===== src/hw/rtl/lruc_pkg.sv =====
package lruc_pkg;

   localparam int CAPACITY_DEFAULT = 128;
   localparam int KEY_BITS_DEFAULT = 32;
   localparam int SEQ_BITS = 48;

   localparam logic [2:0] OP_LOOKUP     = 3'd0;
   localparam logic [2:0] OP_INSERT     = 3'd1;
   localparam logic [2:0] OP_INVALIDATE = 3'd2;
   localparam logic [2:0] OP_CLEAR      = 3'd3;
   localparam logic [2:0] OP_SWEEP      = 3'd4;
   localparam logic [2:0] OP_TICK       = 3'd5;

   localparam logic [1:0] CSR_MAX_ENTRIES  = 2'd0;
   localparam logic [1:0] CSR_TTL_MS       = 2'd1;
   localparam logic [1:0] CSR_TRACK_ACCESS = 2'd2;

   localparam logic [7:0]  MAX_ENTRIES_RESET = 8'd100;
   localparam logic [31:0] TTL_MS_RESET      = 32'd300000;

   typedef struct packed {
      logic [2:0]  req_type;
      logic [31:0] lookup_key;
      logic [63:0] payload_id;
   } lruc_req_type;

   typedef struct packed {
      logic        hit;
      logic [63:0] found_payload;
      logic [31:0] found_uses;
      logic [7:0]  removed_count;
      logic [7:0]  occupancy_out;
      logic [31:0] hits_total;
      logic [31:0] misses_total;
      logic [31:0] evictions_total;
      logic [31:0] expirations_total;
   } lruc_rsp_type;

   function automatic logic aged(input logic [31:0] now, input logic [31:0] stamp,
                                 input logic [31:0] ttl);
      logic [31:0] age;
      age = now - stamp;
      return (ttl != 32'd0) && (age >= ttl);
   endfunction

endpackage


===== src/hw/rtl/lruc_store.sv =====
module lruc_store import lruc_pkg::*; #(
   parameter int DEPTH = CAPACITY_DEFAULT,
   parameter int DATA_BITS = 8
) (
   input  logic                     clock,
   input  logic                     rd_en,
   input  logic [$clog2(DEPTH)-1:0] rd_addr,
   output logic [DATA_BITS-1:0]     rd_data,
   input  logic                     wr_en,
   input  logic [$clog2(DEPTH)-1:0] wr_addr,
   input  logic [DATA_BITS-1:0]     wr_data
);

   logic [DATA_BITS-1:0] mem_ff [DEPTH];
   logic [DATA_BITS-1:0] rd_data_ff;

   always_ff @(posedge clock) begin
      if (wr_en) begin
         mem_ff[wr_addr] <= wr_data;
      end
      if (rd_en) begin
         rd_data_ff <= mem_ff[rd_addr];
      end
   end

   assign rd_data = rd_data_ff;

endmodule


===== config.mk =====
export PLATFORM = sky130hd
export DESIGN_NAME = lruc_store
export DESIGN_NICKNAME = d
export VERILOG_FILES = /design/src/hw/rtl/lruc_pkg.sv /design/src/hw/rtl/lruc_store.sv
export SDC_FILE = /design/constraint.sdc
export NUM_CORES = 1
export LEC_CHECK = 0
export BUFFER_PORTS_ARGS = -buffer_cell sky130_fd_sc_hd__buf_2
export CORE_MARGIN = 2
export CORE_UTILIZATION = 57
export DETAILED_ROUTE_END_ITERATION = 10
export HOLD_SLACK_MARGIN = 0.05
export MAX_ROUTING_LAYER = met4
export PLACE_DENSITY = 0.83
export RECOVER_POWER = 25
export SYNTH_ARGS = -nofsm -noshare
export SYNTH_HDL_FRONTEND = slang
export SYNTH_SLANG_ARGS = --single-unit

===== constraint.sdc =====
create_clock -name clock -period 3.4 [get_ports clock]
set_input_delay 0.85 -clock clock [delete_from_list [all_inputs] [get_ports clock]]
set_output_delay 0.85 -clock clock [all_outputs]
set_load 0.02 [all_outputs]

Yosys cells after proc, flatten, opt, wreduce, memory -nomap -nowiden
Memory sizes are Yosys's and may differ from the RTL's. A register that Yosys moved wholly into a read port is not among the register bits.
Cells that the tools add are included.
{"block": "op_classes", "mux": 2}
{"cell": "two-way mux 1 bit", "n": 2}
{"block": "totals", "word_cells": 3, "ff_bits": 0, "inputBits": 25, "mem_bits_rw": 1024, "out_inout_bits": 8, "memories": 1}
{"name": "mem_ff", "depth": 128, "word_bits": 8, "rd": 1, "rd_clocked_by_memory_dff": 1, "write_ports": 1, "line": "lruc_store.sv:14", "text": "logic [DATA_BITS-1:0] mem_ff [DEPTH];"}

Logic depth before layout (Yosys ltp)
{"block": "logic_depth", "word_depth": 2, "depth_mapped": 7, "ltp_nobuf": 4}

Worst setup path before layout
OpenSTA, ideal clock, no wires.
{"block": "synth_timing", "kind": "input -> register", "from": "input rd_addr[0]", "to": "register rd_data_ff[0], in the netlist rd_data[0], read port of mem_ff (data pin)", "required_ps": 3140, "cell_stages": 6, "path_buffers": 2, "setup_slack_ps": -93, "t_arrival_ps": 3234, "setup_time_ps": 260, "cell_sequence": "clkbuf_1 buf_1 mux4_2 mux4_2 mux4_2 mux2_2"}
{"element": "start: declaration", "line": "lruc_store.sv:7", "text": "input logic [$clog2(DEPTH)-1:0] rd_addr,"}
{"element": "end: declaration", "line": "lruc_store.sv:15", "text": "logic [DATA_BITS-1:0] rd_data_ff;"}

Worst setup path after layout
{"block": "layout_timing", "from": "input wr_data[7]", "to": "memory mem_ff[91][7] (data pin)"}
{"element": "start: declaration", "line": "lruc_store.sv:11", "text": "input logic [DATA_BITS-1:0] wr_data"}
{"element": "end: declaration", "line": "lruc_store.sv:14"}
No word-level cell before the write port.

==> run metrics <==
post-layout minimum cycle time=3.06 ns; Cell Area, Synth=39,700 µm²; largest area contributor in the netlist=edfxtp_1; P_sw=0.00560 W; TritonRoute pass-1 iters=6; I/O Buffers=32; share of cells above drive strength 1=36.3%; post_cts resized=0; Peak VDD IR=0.562 mV; Seq cells post-synth=1,032; clock power share=41.0%; Final HPWL DP=57,400 µm; clock sinks=1,032; Switching Fraction=21.3%; commonest cells after routing, fill and taps aside=1,032 x edfxtp_1, 336 x mux4_2, 175 x buf_4; Core ar.=68,800 µm²; Final Slew Violations=333; Mapped Cells=1,635; CP required=3.68 ns; relative slew slack=-103%; LEAKAGE=14.4 nW; Synth top area share=78.0%; Final GP Congestion=0.889; Initial Util=57.7%; via/cell ratio=6.95; startpoint types=input port; Final Skew=0.0280 ns; sequence of cells on the critical path=clkbuf_1 > clkbuf_4; RSZ-0062 raised after global routing=no; pwr/cell area=576 nW/µm²; max incr delay on CP=1.18 ns; Seq/Total Area, Yosys=78.0%; # H-tree levels=3; io pins=33; Row Count=96; crit path kind=input port to flip-flop; die area=71,900 µm²; Final Cell Area=45,700 µm²; fillers=3,786; via count=20,100; Critical Path End Type=flip-flop; GRT Util Overall=31.0%; outcome=finished, violations left; most common cell after layout, fill and taps aside=edfxtp_1; maximum fanout along the worst path=93; sequential share of power=53.5%; die span in y=268 µm; Routed WL=104,000 µm; initial antenna violation count=7; CTS Buf Count=97; area of the multi-input gates=8350 µm²; CTS tree=yes; Worst Hold Class=input port to flip-flop; Final Hold Fails=0; CP arrival=3.33 ns; global-route wire length before repair=150,000 µm; max_cap viols=6; slowest CP cell=clkbuf_1; Slew @ Worst Pin=3.05 ns; vias in the first global route=20,600; Combinational Power Share=5.5%; synth top area cells=edfxtp_1 78%, mux4_2 19%, nor2_1 1.2%; clock buffer depth=3; CTS root buffer=clkbuf_16; final setup vio count=0; syn nets=1,660; Top Family by Delay on Critical Path=buffers and inverters; Area Growth Syn to Fin=15.0%; Post-CTS Hold Fix Bufs=0; initial drt markers=3,413; synth unique cells=16; violated checks=max-capacitance violations, max-slew violations; Tcrit/Tclk final=89.9%; Max Freq=327 MHz; clk_lat worst skew=0.67 ns; die span in x=268 µm; grt total ovfl=0; NumNets Final=1,908; Clock Pin Slew Worst Setup and Hold Paths=0.06 ns; CP bufs+invs=2; pin count of the biggest net entering global routing=94; Post-DRT Antenna Nets=0; Int Pwr=0.0207 W; placed inst area=42,700 µm²; WL/cell=35.9 µm; Residual DRC=0; Synth Warn #=0; final hold slack=0.754 ns; post-CTS setup buffers=0; Avg Cell Area, Syn=24.3 µm²; FF+latch area=31,000 µm²
==> path summary, 6_finish.rpt <==
| check | start | to | slack, ns | cells past startpoint |
|---|---|---|---|---|
| worst max-delay path | wr_data[7] | mem_ff[91][7]$_DFFE_PP_ | 0.34 | 2 |
| worst min-delay path | rd_addr[5] | rd_data[6]$_DFFE_PP_ | 0.75 | 2 |
| worst max register to register | mem_ff[125][7]$_DFFE_PP_ | rd_data[7]$_DFFE_PP_ | 0.73 | 4 |
| worst min register to register | mem_ff[58][5]$_DFFE_PP_ | rd_data[5]$_DFFE_PP_ | 1.25 | 4 |
==> per-stage QoR <==
stage	instances	setup WS, ns	total power (W)	TNS [ns]	utilization (%)
floorplan	1635	0.0101	0.0151	0	-
detailed placement	2715	-0.213	0.0157	-1.41	62.0
global placement	2715	-0.209	0.0157	-1.42	62.0
CTS	2889	0.435	0.0264	0	66.5
finish	2896	0.342	0.0263	0	66.4
global route	2895	0.192	0.0268	0	66.4
==> power by group through the flow <==
stage	registers (W)	logic [W]	clock network [W]
5_1_grt	0.0141	0.00148	0.0113
3_3_place_gp	0.0144	0.00133	0
4_1_cts	0.0141	0.00142	0.0109
2_1_floorplan	0.0144	0.000712	0
6_report	0.0141	0.00144	0.0108
3_5_place_dp	0.0144	0.00138	0
==> flip-flops by register name, indices dropped and copies added, names as in the netlist <==
signal	count
mem_ff	1024
rd_data	8
==> layer usage <==
layer	GRT usage, %	share of wire [%]
met3	6.49	12
met4	12.7	5.1
met1	39.6	33
met2	49.2	50
met5	-	0
==> Yosys cell counts <==
| master | count |
|---|---|
| buf_1 | 18 |
| buf_2 | 15 |
| buf_4 | 11 |
| buf_6 | 1 |
| clkbuf_1 | 44 |
| edfxtp_1 | 1032 |
| mux2_2 | 8 |
| mux4_2 | 336 |
| nand2_1 | 14 |
| nand2b_1 | 2 |
| nand3_1 | 12 |
| nand4_1 | 3 |
| nor2_1 | 122 |
| nor2b_1 | 7 |
| nor3_1 | 9 |
| or3_1 | 1 |
==> kinds of logic (layout without fill, tap and decap cells) <==
kind of cell	after synthesis	in the layout	synth area share, %
other	0	7	0
buffers and inverters	89	412	1.01
AND/OR/NAND/NOR	170	170	1.75
flip-flops	1032	1032	78.0
multiplexers	344	344	19.3
==> cell type report <==
type                            instances  share of cell area [%]
Tap cell                              931                    2.55
Timing Repair Buffer                  238                    4.61
Clock buffer                          115                    5.46
Clock inverter                         59                    1.30
Antenna cell                            7                  0.0383
Multi-Input combinational cell        514                    18.3
Sequential cell                      1032                    67.8
Note: power is estimated with default switching activity, not from simulation.
